File: src/rtl/core/cmef_pkg.sv
package cmef_pkg;

  localparam int unsigned CFG_IDX_W  = 2;
  localparam int unsigned CFG_DATA_W = 16;
  localparam int unsigned LIMIT_W    = 16;
  localparam int unsigned WSIZE_W    = 3;
  localparam int unsigned ALPHA_W    = 16;
  localparam int unsigned FRAC_BITS  = 15;

  localparam logic [CFG_IDX_W-1:0] CFG_MIN_LIMIT   = 2'd0;
  localparam logic [CFG_IDX_W-1:0] CFG_MAX_LIMIT   = 2'd1;
  localparam logic [CFG_IDX_W-1:0] CFG_WINDOW_SIZE = 2'd2;
  localparam logic [CFG_IDX_W-1:0] CFG_EMA_ALPHA   = 2'd3;

  localparam logic [LIMIT_W-1:0] MIN_LIMIT_RST   = 16'h8000;
  localparam logic [LIMIT_W-1:0] MAX_LIMIT_RST   = 16'h7FFF;
  localparam logic [WSIZE_W-1:0] WINDOW_SIZE_RST = 3'd5;
  localparam logic [ALPHA_W-1:0] EMA_ALPHA_RST   = 16'd8192;

  // Q1.15 unity weight
  localparam logic [ALPHA_W:0] ALPHA_ONE = 17'd32768;

  typedef struct packed {
    logic capture;
    logic load;
    logic prep;
    logic sort;
    logic med;
    logic diff;
    logic mul;
    logic upd;
    logic out_load;
  } cmd_t;

  typedef struct packed {
    logic sort_last;
  } sts_t;

endpackage

File: src/rtl/core/cmef_ctrl.sv
module cmef_ctrl (
  input  logic            clk_i,
  input  logic            rst_ni,
  input  logic            in_valid_i,
  output logic            in_stall_o,
  output logic            out_valid_o,
  input  logic            out_stall_i,
  output cmef_pkg::cmd_t  cmd_o,
  input  cmef_pkg::sts_t  sts_i
);

  localparam logic [3:0] S_IDLE = 4'd0;
  localparam logic [3:0] S_LOAD = 4'd1;
  localparam logic [3:0] S_PREP = 4'd2;
  localparam logic [3:0] S_SORT = 4'd3;
  localparam logic [3:0] S_MED  = 4'd4;
  localparam logic [3:0] S_DIFF = 4'd5;
  localparam logic [3:0] S_MUL  = 4'd6;
  localparam logic [3:0] S_UPD  = 4'd7;
  localparam logic [3:0] S_FIN  = 4'd8;

  logic [3:0] state_q, state_d;
  logic       out_valid_q, out_valid_d;

  always_comb begin
    state_d = state_q;
    cmd_o   = '0;
    unique case (state_q)
      S_IDLE: begin
        if (in_valid_i) begin
          cmd_o.capture = 1'b1;
          state_d       = S_LOAD;
        end
      end
      S_LOAD: begin
        cmd_o.load = 1'b1;
        state_d    = S_PREP;
      end
      S_PREP: begin
        cmd_o.prep = 1'b1;
        state_d    = S_SORT;
      end
      S_SORT: begin
        cmd_o.sort = 1'b1;
        if (sts_i.sort_last) begin
          state_d = S_MED;
        end
      end
      S_MED: begin
        cmd_o.med = 1'b1;
        state_d   = S_DIFF;
      end
      S_DIFF: begin
        cmd_o.diff = 1'b1;
        state_d    = S_MUL;
      end
      S_MUL: begin
        cmd_o.mul = 1'b1;
        state_d   = S_UPD;
      end
      S_UPD: begin
        cmd_o.upd = 1'b1;
        state_d   = S_FIN;
      end
      S_FIN: begin
        // hold the result until the output register frees up
        if (!out_valid_q || !out_stall_i) begin
          cmd_o.out_load = 1'b1;
          state_d        = S_IDLE;
        end
      end
      default: begin
        state_d = S_IDLE;
      end
    endcase
  end

  assign out_valid_d = cmd_o.out_load | (out_valid_q & out_stall_i);

  always_ff @(posedge clk_i or negedge rst_ni) begin
    if (!rst_ni) begin
      state_q     <= S_IDLE;
      out_valid_q <= 1'b0;
    end else begin
      state_q     <= state_d;
      out_valid_q <= out_valid_d;
    end
  end

  assign in_stall_o  = (state_q != S_IDLE);
  assign out_valid_o = out_valid_q;

endmodule

File: src/rtl/core/cmef_datapath.sv
module cmef_datapath #(
  parameter int MAX_WINDOW  = 7,
  parameter int SAMPLE_BITS = 16
) (
  input  logic                                   clk_i,
  input  logic                                   rst_ni,
  input  cmef_pkg::cmd_t                         cmd_i,
  output cmef_pkg::sts_t                         sts_o,
  input  logic signed [SAMPLE_BITS-1:0]          sample_i,
  input  logic                                   cfg_we_i,
  input  logic [cmef_pkg::CFG_IDX_W-1:0]         cfg_idx_i,
  input  logic [cmef_pkg::CFG_DATA_W-1:0]        cfg_data_i,
  output logic signed [SAMPLE_BITS-1:0]          clamped_o,
  output logic signed [SAMPLE_BITS-1:0]          median_o,
  output logic signed [SAMPLE_BITS-1:0]          filtered_o,
  output logic                                   ready_res_o
);

  // internal sample width covers both the port and the 16-bit limits
  localparam int CW  = (SAMPLE_BITS > 16) ? SAMPLE_BITS : 16;
  localparam int PW  = (MAX_WINDOW > 1) ? $clog2(MAX_WINDOW) : 1;
  localparam int NW  = $clog2(MAX_WINDOW + 1);
  localparam int DW  = CW + 1;
  localparam int PRW = DW + cmef_pkg::ALPHA_W + 2;

  // configuration
  logic signed [cmef_pkg::LIMIT_W-1:0] min_q, max_q;
  logic [cmef_pkg::WSIZE_W-1:0]        ws_q;
  logic [cmef_pkg::ALPHA_W-1:0]        alpha_q;

  // window state
  logic signed [CW-1:0] win_q [MAX_WINDOW];
  logic [PW-1:0]        ptr_q;
  logic [NW-1:0]        count_q;
  logic signed [CW-1:0] avg_q;
  logic                 seeded_q;

  // working registers
  logic signed [SAMPLE_BITS-1:0] sample_q;
  logic signed [CW-1:0]          clamp_q;
  logic signed [CW-1:0]          val_q [MAX_WINDOW];
  logic                          pad_q [MAX_WINDOW];
  logic [NW-1:0]                 round_q;
  logic [PW-1:0]                 med_idx_q;
  logic                          ready_q;
  logic signed [CW-1:0]          med_q;
  logic signed [DW-1:0]          diff_q;
  logic signed [PRW-1:0]         prod_q;

  // result register
  logic signed [SAMPLE_BITS-1:0] clamped_q, median_q, filtered_q;
  logic                          ready_res_q;

  logic [NW-1:0]                 size;
  logic [NW-1:0]                 n_used;
  logic [PW-1:0]                 ptr_eff, ptr_nxt;
  logic signed [CW-1:0]          x_ext, lo_ext, hi_ext, clamp_val;
  logic [cmef_pkg::ALPHA_W:0]    alpha_eff;
  logic signed [CW-1:0]          val_n [MAX_WINDOW];
  logic                          pad_n [MAX_WINDOW];
  logic signed [PRW-1:0]         avg_sum;

  always_comb begin
    if (ws_q == '0) begin
      size = NW'(1);
    end else if (int'(ws_q) > MAX_WINDOW) begin
      size = NW'(MAX_WINDOW);
    end else begin
      size = NW'(ws_q);
    end
  end

  assign n_used = (count_q < size) ? count_q : size;

  // restart the pointer when the window shrank below it
  assign ptr_eff = (NW'(ptr_q) >= size) ? '0 : ptr_q;
  assign ptr_nxt = ((NW'(ptr_eff) + NW'(1)) == size) ? '0 : PW'(NW'(ptr_eff) + NW'(1));

  assign x_ext  = CW'(sample_q);
  assign lo_ext = CW'(min_q);
  assign hi_ext = CW'(max_q);

  always_comb begin
    if (x_ext < lo_ext) begin
      clamp_val = lo_ext;
    end else if (x_ext > hi_ext) begin
      clamp_val = hi_ext;
    end else begin
      clamp_val = x_ext;
    end
  end

  assign alpha_eff = ({1'b0, alpha_q} > cmef_pkg::ALPHA_ONE) ? cmef_pkg::ALPHA_ONE
                                                            : {1'b0, alpha_q};

  // one odd-even transposition round; padding lanes sort above every sample
  always_comb begin
    for (int i = 0; i < MAX_WINDOW; i++) begin
      val_n[i] = val_q[i];
      pad_n[i] = pad_q[i];
    end
    for (int i = 0; i < MAX_WINDOW - 1; i++) begin
      if ((i[0] == round_q[0]) &&
          ((pad_q[i] && !pad_q[i+1]) ||
           (!pad_q[i] && !pad_q[i+1] && (val_q[i] > val_q[i+1])))) begin
        val_n[i]   = val_q[i+1];
        val_n[i+1] = val_q[i];
        pad_n[i]   = pad_q[i+1];
        pad_n[i+1] = pad_q[i];
      end
    end
  end

  assign avg_sum = (prod_q >>> cmef_pkg::FRAC_BITS) + PRW'(avg_q);

  always_ff @(posedge clk_i or negedge rst_ni) begin
    if (!rst_ni) begin
      min_q    <= cmef_pkg::MIN_LIMIT_RST;
      max_q    <= cmef_pkg::MAX_LIMIT_RST;
      ws_q     <= cmef_pkg::WINDOW_SIZE_RST;
      alpha_q  <= cmef_pkg::EMA_ALPHA_RST;
      ptr_q    <= '0;
      count_q  <= '0;
      avg_q    <= '0;
      seeded_q <= 1'b0;
      for (int i = 0; i < MAX_WINDOW; i++) begin
        win_q[i] <= '0;
      end
    end else begin
      if (cfg_we_i) begin
        unique case (cfg_idx_i)
          cmef_pkg::CFG_MIN_LIMIT:   min_q   <= cfg_data_i;
          cmef_pkg::CFG_MAX_LIMIT:   max_q   <= cfg_data_i;
          cmef_pkg::CFG_WINDOW_SIZE: ws_q    <= cfg_data_i[cmef_pkg::WSIZE_W-1:0];
          cmef_pkg::CFG_EMA_ALPHA:   alpha_q <= cfg_data_i;
        endcase
      end
      if (cmd_i.load) begin
        win_q[ptr_eff] <= clamp_val;
        ptr_q          <= ptr_nxt;
        if (count_q < size) begin
          count_q <= count_q + NW'(1);
        end
      end
      if (cmd_i.upd) begin
        seeded_q <= 1'b1;
        if (!seeded_q) begin
          avg_q <= med_q;
        end else begin
          avg_q <= CW'(avg_sum);
        end
      end
    end
  end

  always_ff @(posedge clk_i) begin
    if (cmd_i.capture) begin
      sample_q <= sample_i;
    end
    if (cmd_i.load) begin
      clamp_q <= clamp_val;
    end
    if (cmd_i.prep) begin
      for (int i = 0; i < MAX_WINDOW; i++) begin
        val_q[i] <= win_q[i];
        pad_q[i] <= (NW'(i) >= n_used);
      end
      round_q   <= '0;
      med_idx_q <= PW'(n_used >> 1);
      ready_q   <= (count_q >= size);
    end
    if (cmd_i.sort) begin
      for (int i = 0; i < MAX_WINDOW; i++) begin
        val_q[i] <= val_n[i];
        pad_q[i] <= pad_n[i];
      end
      round_q <= round_q + NW'(1);
    end
    if (cmd_i.med) begin
      med_q <= val_q[med_idx_q];
    end
    if (cmd_i.diff) begin
      diff_q <= DW'(med_q) - DW'(avg_q);
    end
    if (cmd_i.mul) begin
      prod_q <= $signed({1'b0, alpha_eff}) * diff_q;
    end
    if (cmd_i.out_load) begin
      clamped_q   <= SAMPLE_BITS'(clamp_q);
      median_q    <= SAMPLE_BITS'(med_q);
      filtered_q  <= SAMPLE_BITS'(avg_q);
      ready_res_q <= ready_q;
    end
  end

  assign sts_o.sort_last = (round_q == NW'(MAX_WINDOW - 1));

  assign clamped_o   = clamped_q;
  assign median_o    = median_q;
  assign filtered_o  = filtered_q;
  assign ready_res_o = ready_res_q;

endmodule

File: src/rtl/core/clamp_median_ema_filter.sv
// Channel  Handshake                Payload
// -------  -----------------------  ---------------------------------------
// in       in_valid_i / in_stall_o  sample_i
// out      out_valid_o/ out_stall_i clamped_o, median_o, filtered_o, ready_res_o
// cfg      cfg_we_i                 cfg_idx_i, cfg_data_i
//
// One item at a time: a new sample is taken only once the last result has been loaded for output.
// The median comes from MAX_WINDOW odd-even transposition rounds over the window copy;
// clamp, median pick, difference, multiply and average update each have a step of their own.
// Reset is asynchronous and active low; the window clears to zero and the average reseeds.
// A stalled result sits in the output register while the next request is taken.
module clamp_median_ema_filter #(
  parameter int MAX_WINDOW  = 7,
  parameter int SAMPLE_BITS = 16
) (
  input  logic                                   clk_i,
  input  logic                                   rst_ni,
  input  logic                                   in_valid_i,
  output logic                                   in_stall_o,
  input  logic signed [SAMPLE_BITS-1:0]          sample_i,
  output logic                                   out_valid_o,
  input  logic                                   out_stall_i,
  output logic signed [SAMPLE_BITS-1:0]          clamped_o,
  output logic signed [SAMPLE_BITS-1:0]          median_o,
  output logic signed [SAMPLE_BITS-1:0]          filtered_o,
  output logic                                   ready_res_o,
  input  logic                                   cfg_we_i,
  input  logic [cmef_pkg::CFG_IDX_W-1:0]         cfg_idx_i,
  input  logic [cmef_pkg::CFG_DATA_W-1:0]        cfg_data_i
);

  cmef_pkg::cmd_t cmd;
  cmef_pkg::sts_t sts;

  cmef_ctrl u_ctrl (
    .clk_i       (clk_i),
    .rst_ni      (rst_ni),
    .in_valid_i  (in_valid_i),
    .in_stall_o  (in_stall_o),
    .out_valid_o (out_valid_o),
    .out_stall_i (out_stall_i),
    .cmd_o       (cmd),
    .sts_i       (sts)
  );

  cmef_datapath #(
    .MAX_WINDOW  (MAX_WINDOW),
    .SAMPLE_BITS (SAMPLE_BITS)
  ) u_datapath (
    .clk_i       (clk_i),
    .rst_ni      (rst_ni),
    .cmd_i       (cmd),
    .sts_o       (sts),
    .sample_i    (sample_i),
    .cfg_we_i    (cfg_we_i),
    .cfg_idx_i   (cfg_idx_i),
    .cfg_data_i  (cfg_data_i),
    .clamped_o   (clamped_o),
    .median_o    (median_o),
    .filtered_o  (filtered_o),
    .ready_res_o (ready_res_o)
  );

endmodule

File: config.mk
export PLATFORM = sky130hd
export DESIGN_NAME = clamp_median_ema_filter
export DESIGN_NICKNAME = d
export VERILOG_FILES = /design/src/rtl/core/cmef_pkg.sv /design/src/rtl/core/cmef_ctrl.sv /design/src/rtl/core/cmef_datapath.sv /design/src/rtl/core/clamp_median_ema_filter.sv
export SDC_FILE = /design/constraint.sdc
export NUM_CORES = 2
export LEC_CHECK = 0
export BUFFER_PORTS_ARGS = -buffer_cell sky130_fd_sc_hd__buf_4
export CAP_MARGIN = 25
export CORE_MARGIN = 5
export CORE_UTILIZATION = 30
export CTS_CLUSTER_SIZE = 16
export DETAILED_ROUTE_END_ITERATION = 7
export HOLD_SLACK_MARGIN = 0.03
export PLACE_DENSITY_LB_ADDON = 0.25
export SLEW_MARGIN = 15
export SYNTH_ARGS = -nofsm -noshare
export SYNTH_HDL_FRONTEND = slang
export SYNTH_SLANG_ARGS = --single-unit
File: constraint.sdc
create_clock -name clk_i -period 9.2 [get_ports clk_i]
set_input_delay 1.38 -clock clk_i [delete_from_list [all_inputs] [get_ports clk_i]]
set_output_delay 1.38 -clock clk_i [all_outputs]
set_load 0.05 [all_outputs]
**Yosys cells after proc, flatten, opt, wreduce, memory -nomap -nowiden**

Memories as Yosys holds them, arrays and structs flattened. A register that Yosys moved wholly into a read port is not among the register bits.
Cells that the tools add are included.

- Bits in writable memories: 119
- Memories: 2
- Output and inout port bits: 51
- Word-level logic and storage cells: 201
- Flip-flop bits (word level): 326

- Order comparisons: 21
- Add/sub/neg operators: 5
- Equality and inequality tests: 16
- Bitwise gates (word level): 18
- Muxes and demuxes: 58
- Reductions and logical operators: 52
- Multiply operators: 1

Memories:

| memory | depth | bits a word | read ports | clocked after Yosys merged registers in | write ports | line | text |
|---|---|---|---|---|---|---|---|
| u_datapath.val_q | 7 | 16 | 8 | 1 | 7 | cmef_datapath.sv:41 | `logic signed [CW-1:0] val_q [MAX_WINDOW];` |
| u_datapath.pad_q | 7 | 1 | 7 | 0 | 7 | cmef_datapath.sv:42 | `logic pad_q [MAX_WINDOW];` |

Operators by type and width:

| operator | count |
|---|---|
| $mux W16 | 12 |
| $mux W32 | 6 |
| $bwmux W112 | 1 |
| $gt A16 B16 Y1 | 7 |
| $demux W16 S3 | 1 |
| $pmux W4 S9 | 1 |
| $mul A17 B17 Y31 | 1 |
| $logic_and A1 B1 Y1 | 25 |
| $mux W1 | 22 |
| $mux W3 | 6 |
| $sub A16 B16 Y17 | 1 |
| $add A16 B16 Y16 | 1 |
| $eq A4 B3 Y1 const B | 4 |
| $gt A16 B16 Y1 const B | 1 |
| $lt A16 B16 Y1 | 1 |
| $or A1 B1 Y1 | 15 |
| $mux W2 | 6 |
| $mux W4 | 3 |
| $reduce_and A2 Y1 | 5 |
| $add A3 B1 Y3 const B | 3 |
| $ge A3 B3 Y1 const A | 3 |
| $logic_not A1 Y1 | 9 |
| $eq A4 B2 Y1 const B | 2 |
| $logic_or A1 B1 Y1 | 7 |
| other kinds (23) | 28 |

**Longest topological paths before layout**

An unclocked memory read counts as a cell.

- Depth after elaboration: 13
- Gate-level depth with buffers: 27
- Depth with buffers taken out: 25

**Cells and area by module**

A second synthesis with hierarchy kept.

- Cell total of the unflattened synthesis: 3,015
- Area total of the unflattened synthesis: 31,950.6 um^2

Modules (own cells, without submodules):

| module | instances | cells each | area each (um^2) | sequential area each (um^2) |
|---|---|---|---|---|
| cmef_datapath | 1 | 2,978 | 31,622.8 | 12,335.6 |
| cmef_ctrl | 1 | 37 | 327.8 | 125.1 |

**Worst setup path before layout**

No wires, ideal clock.

- Path type: register to register
- Start point: register u_datapath.alpha_q[8] (netlist bit)
- End point: register u_datapath.prod_q[30], data pin
- Stages on the path, launching flop included: 26
- Setup slack: 2,438 ps
- Arrival time: 6,503 ps
- Clock period less this slack: 6,762 ps
- Path through: dfrtp_1 -> nor4_1 -> nand4_1 -> nand2_1 -> clkbuf_1 -> and2_1 -> clkbuf_1 -> nand2_1 -> fa_1 -> inv_1 -> fa_1 -> fa_1 -> fa_1 -> fa_1 -> inv_1 -> fa_1 -> inv_1 -> ha_1 -> a21o_1 -> a21oi_1 -> nor2b_1 -> o41ai_1 -> and4_1 -> nor3_2 -> o211a_1 -> a211o_1

- Word-level cells in the longest chain between the ends: 3

Ends and longest elaborated chain:

| what | line | text |
|---|---|---|
| start: declaration | cmef_datapath.sv:29 | `logic [cmef_pkg::ALPHA_W-1:0] alpha_q;` |
| start signal: assignment | cmef_datapath.sv:121 | `alpha_q <= cmef_pkg::EMA_ALPHA_RST;` |
| start signal: assignment | cmef_datapath.sv:135 | `cmef_pkg::CFG_EMA_ALPHA: alpha_q <= cfg_data_i;` |
| $gt A16 B16 Y1 | cmef_datapath.sv:93 | `assign alpha_eff = ({1'b0, alpha_q} > cmef_pkg::ALPHA_ONE) ? cmef_pkg::ALPHA_ONE` |
| $mux W16 (*) | cmef_datapath.sv:93 |  |
| $mul A17 B17 Y31 (*) | cmef_datapath.sv:186 | `prod_q <= $signed({1'b0, alpha_eff}) * diff_q;` |
| end signal: assignment | cmef_datapath.sv:186 |  |
| end: declaration | cmef_datapath.sv:48 | `logic signed [PRW-1:0] prod_q;` |

Mark *: on every way between the ends. The rest lies on a longest branch, timed or not.
A chain may end at the register's enable or synchronous reset.

**Worst setup path in the final report**

Ends and elaborated chain as after synthesis.

==> impl_metrics.json <==
{
  "power_density_nw_per_um2": 396,
  "final_nets": 3687,
  "async_flop_share_pct": 42.8,
  "final.fill_count": 10900,
  "synth_edf_count": 255,
  "vias": 23500,
  "cts_root_buf": "clkbuf_16",
  "wl_mm": 97.4,
  "min_period_ns": 7.70,
  "dieArea_um2": 114000,
  "crit_required_ns": 9.55,
  "avgSynthCellArea_um2": 10.3,
  "dp_hpwl_mm": 73.2,
  "cts_max_path_buffers": 3,
  "synthCells": 3128,
  "path_class": "reg -> reg",
  "postPlaceCellArea_um2": 34600,
  "grt_max_degree": 92,
  "hold_viol_final": 0,
  "row_count": 120,
  "htree_levels": 2,
  "cts_resized": 0,
  "synth.distinct_cells": 79,
  "port_buffers": 89,
  "cts_setup_buffers": 0,
  "cp_max_fo": 59,
  "clk_latency_ns": 0.61,
  "finalWeightedCongestion": 0.856,
  "place_inst": 4512,
  "status": "completed",
  "numCtsBuffers": 52,
  "antenna_found_initial": 2,
  "fp.dieH_um": 338,
  "syn_to_final_growth_pct": 12.5,
  "leakage_nw": 16.0,
  "synthFlopType": "edfxtp_1",
  "slew_headroom_pct": 26.2,
  "drt_iter0_drc": 1625,
  "cts_hold_buffers": 0,
  "drt-vias-per-instance": 5.09,
  "drive_gt1_share_pct": 10.6,
  "ys_seq_area_share_pct": 38.6,
  "cp-start-kind": "flip-flop",
  "io_pins": 90,
  "clk_pin_slew_ns": 0.07,
  "multi_input_area_um2": 17600,
  "grt_pass1_wl_mm": 149,
  "cp-end-kind": "flip-flop",
  "fin_skew_ns": 0.0205,
  "synth_nets": 3651,
  "ys_ff_latch": 446,
  "fin_cells": 4609,
  "drv_cap": 0,
  "dr.pass1.iters": 6,
  "fin_crit_sh_pct": 83.7,
  "cts_tree": "built",
  "seqCellArea_um2": 12500,
  "postLayoutCellArea_um2": 36300,
  "synth_area_um2": 32300,
  "start_util_pct": 30.2,
  "slew_violations": 0,
  "ant_nets": 0,
  "wl_per_cell_um": 21.1,
  "max_slew.worst_pin.slew_ns": 1.09,
  "grt_overflow": 0,
  "synth_warnings": 0,
  "clock_sinks": 446,
  "worst-endpoint-arrival_ns": 8.06,
  "finalSetupViolCount": 0,
  "ir_drop_uv": 458,
  "finalPower_mw": 14.4,
  "placeableCoreArea_um2": 107000,
  "drc": 0,
  "grt_pass1_vias": 23500,
  "fp.dieW_um": 338,
  "gr-usage-all-layers_pct": 16.7,
  "grt_setup_unrepaired": "false",
  "setup_tns_ns": 0,
  "fmax_ghz": 0.130,
  "min_path_type": "reg -> reg",
  "antenna_cells": 0
}
placed cells by master (no fill, tap or decap), types with 12 or more instances in the layout:
cell type,instances
and3_1,65
o221ai_1,112
o21ai_1,18
a31oi_1,53
nor3_1,32
xnor2_1,38
mux2_2,39
fa_1,210
a21o_1,31
ha_1,274
xor2_1,12
nand2b_1,22
o31ai_1,39
dfstp_2,19
o21a_1,14
a221oi_1,19
and2_1,153
mux4_2,16
o21ai_0,137
mux2i_1,35
o211ai_1,12
a21oi_1,59
nand3_1,59
buf_4,136
inv_1,438
dfrtp_1,172
clkbuf_16,52
edfxtp_1,255
nor2_1,89
nand2_1,359
nor2b_1,36
nand4_1,26
cells in the mapped netlist (8+ instances only):
cell type	number	area [um^2]
nor2b_1	39	244
clkbuf_1	132	495
a221oi_1	19	166
a21o_1	31	233
o211ai_1	12	90.1
o21ai_1	14	70.1
buf_2	15	75.1
fa_1	210	4200
nand3b_1	8	60.1
xor2_1	12	105
nor3_1	35	175
mux2_2	39	439
nand4_1	26	163
edfxtp_1	255	7660
mux4_2	16	360
xnor2_1	38	333
nand2b_1	22	138
o221ai_1	112	981
ha_1	274	3430
o21ai_0	141	706
nand3_1	61	305
mux2i_1	35	350
dfstp_2	19	499
inv_1	438	1640
a21oi_1	61	305
dfrtp_1	172	4300
a31oi_1	54	338
o31ai_1	39	293
nand2_1	359	1350
or3_1	11	68.8
and2_1	153	957
nor2_1	89	334
mux2i_2	10	138
o21a_1	14	105
and3_1	65	407
layout make-up:
type,instances,area share (%)
clock buffers,68,3.88
clock inverters,28,0.923
inverters,441,4.56
multi-input cells,2083,48.5
flip-flops and latches,446,34.3
well taps,1403,4.83
repair buffers,140,2.99
registers in the layout, indices dropped and copies added (netlist names), 2 cells and up:
name,count
u_datapath.ptr_q,3
u_datapath.avg_q,16
u_datapath.median_o,16
u_datapath.hi_ext,16
u_datapath.med_q,16
u_ctrl.state_q,4
u_datapath.alpha_q,16
u_datapath.sample_q,16
u_datapath.pad_q,7
u_datapath.count_q,3
u_datapath.lo_ext,16
u_datapath.filtered_o,16
u_datapath.diff_q,17
u_datapath.prod_q,16
u_datapath.win_q,112
u_datapath.clamp_q,16
u_datapath.round_q,3
u_datapath.clamped_o,16
u_datapath.ws_q,3
u_datapath.val_q,112
u_datapath.med_idx_q,2
stage by stage:
step | hold slack (ns) | worst slack, ns | util [%]
floorplan | 0.400 | 2.44 | -
global placement | 0.405 | 1.68 | 32.2
detailed placement | 0.405 | 1.58 | 32.3
CTS | 0.420 | 1.56 | 33.9
global route | 0.421 | 1.07 | 33.9
finish | 0.420 | 1.50 | 33.9
cell families (layout without fill, tap and decap cells):
| logic type | Yosys count | count (layout) | share of synthesized area (%) |
|---|---|---|---|
| DFF | 446 | 446 | 38.6 |
| AOI/OAI and AO/OA | 547 | 547 | 11.5 |
| adders and majority gates | 484 | 484 | 23.6 |
| xor gates and xnor gates | 50 | 50 | 1.36 |
| buffers and inverters | 599 | 677 | 7.10 |
| muxes | 100 | 100 | 3.99 |
| and+or+nand+nor | 902 | 902 | 13.8 |
critical path, cell delays in order, from the launching register on:
cell and delay, ns:
dfrtp_1 0.52, nor4_1 0.38, nand4_1 0.13, nand2_1 0.08
buf_4 0.38, and2_1 0.52, nand2_1 0.15, fa_1 0.55
inv_1 0.05, fa_1 0.48, fa_1 0.56, fa_1 0.44
fa_1 0.49, inv_1 0.05, fa_1 0.52, inv_1 0.04
ha_1 0.34, a21o_1 0.18, a21oi_1 0.15, nor2b_1 0.08
o41ai_1 0.41, and4_1 0.39, nor3_2 0.11, o211a_1 0.23
a211o_1 0.23
where the power goes:
part           internal [mW]  leakage [nW]  switching [mW]
Sequential              3.29          4.87           0.633
Combinational           3.30          10.3            5.01
Clock                   1.26         0.850           0.898
routing by layer:
layer	vias up	part of all wire [%]	wire (um)	track usage (%)
li1	10900	-	-	-
met1	11800	46	44600	23.5
met2	639	46	45300	27.0
met3	124	5.3	5130	2.73
met4	0	2.5	2450	4.14
met5	-	0	0	0
path summary, 6_finish.rpt:
check | from | endpoint | slack [ns] | depth (start not counted)
worst min register to register | u_datapath.clamp_q[8]$_DFFE_PP_ | u_datapath.clamped_o[8]$_DFFE_PP_ | 0.42 | 0
max in group asynchronous | rst_ni | u_datapath.win_q[9]$_DFFE_PN0P_ | 7.00 | 2
min in group asynchronous | rst_ni | u_datapath.ptr_q[2]$_DFFE_PN0P_ | 0.84 | 1
worst max-delay path | u_datapath.alpha_q[8]$_DFFE_PN0P_ | u_datapath.prod_q[30]$_DFFE_PP_ | 1.50 | 24
worst max register to register | u_datapath.alpha_q[8]$_DFFE_PN0P_ | u_datapath.prod_q[30]$_DFFE_PP_ | 1.50 | 24
worst min-delay path | u_datapath.clamp_q[8]$_DFFE_PP_ | u_datapath.clamped_o[8]$_DFFE_PP_ | 0.42 | 0
Power figures use the tool's default switching activity.
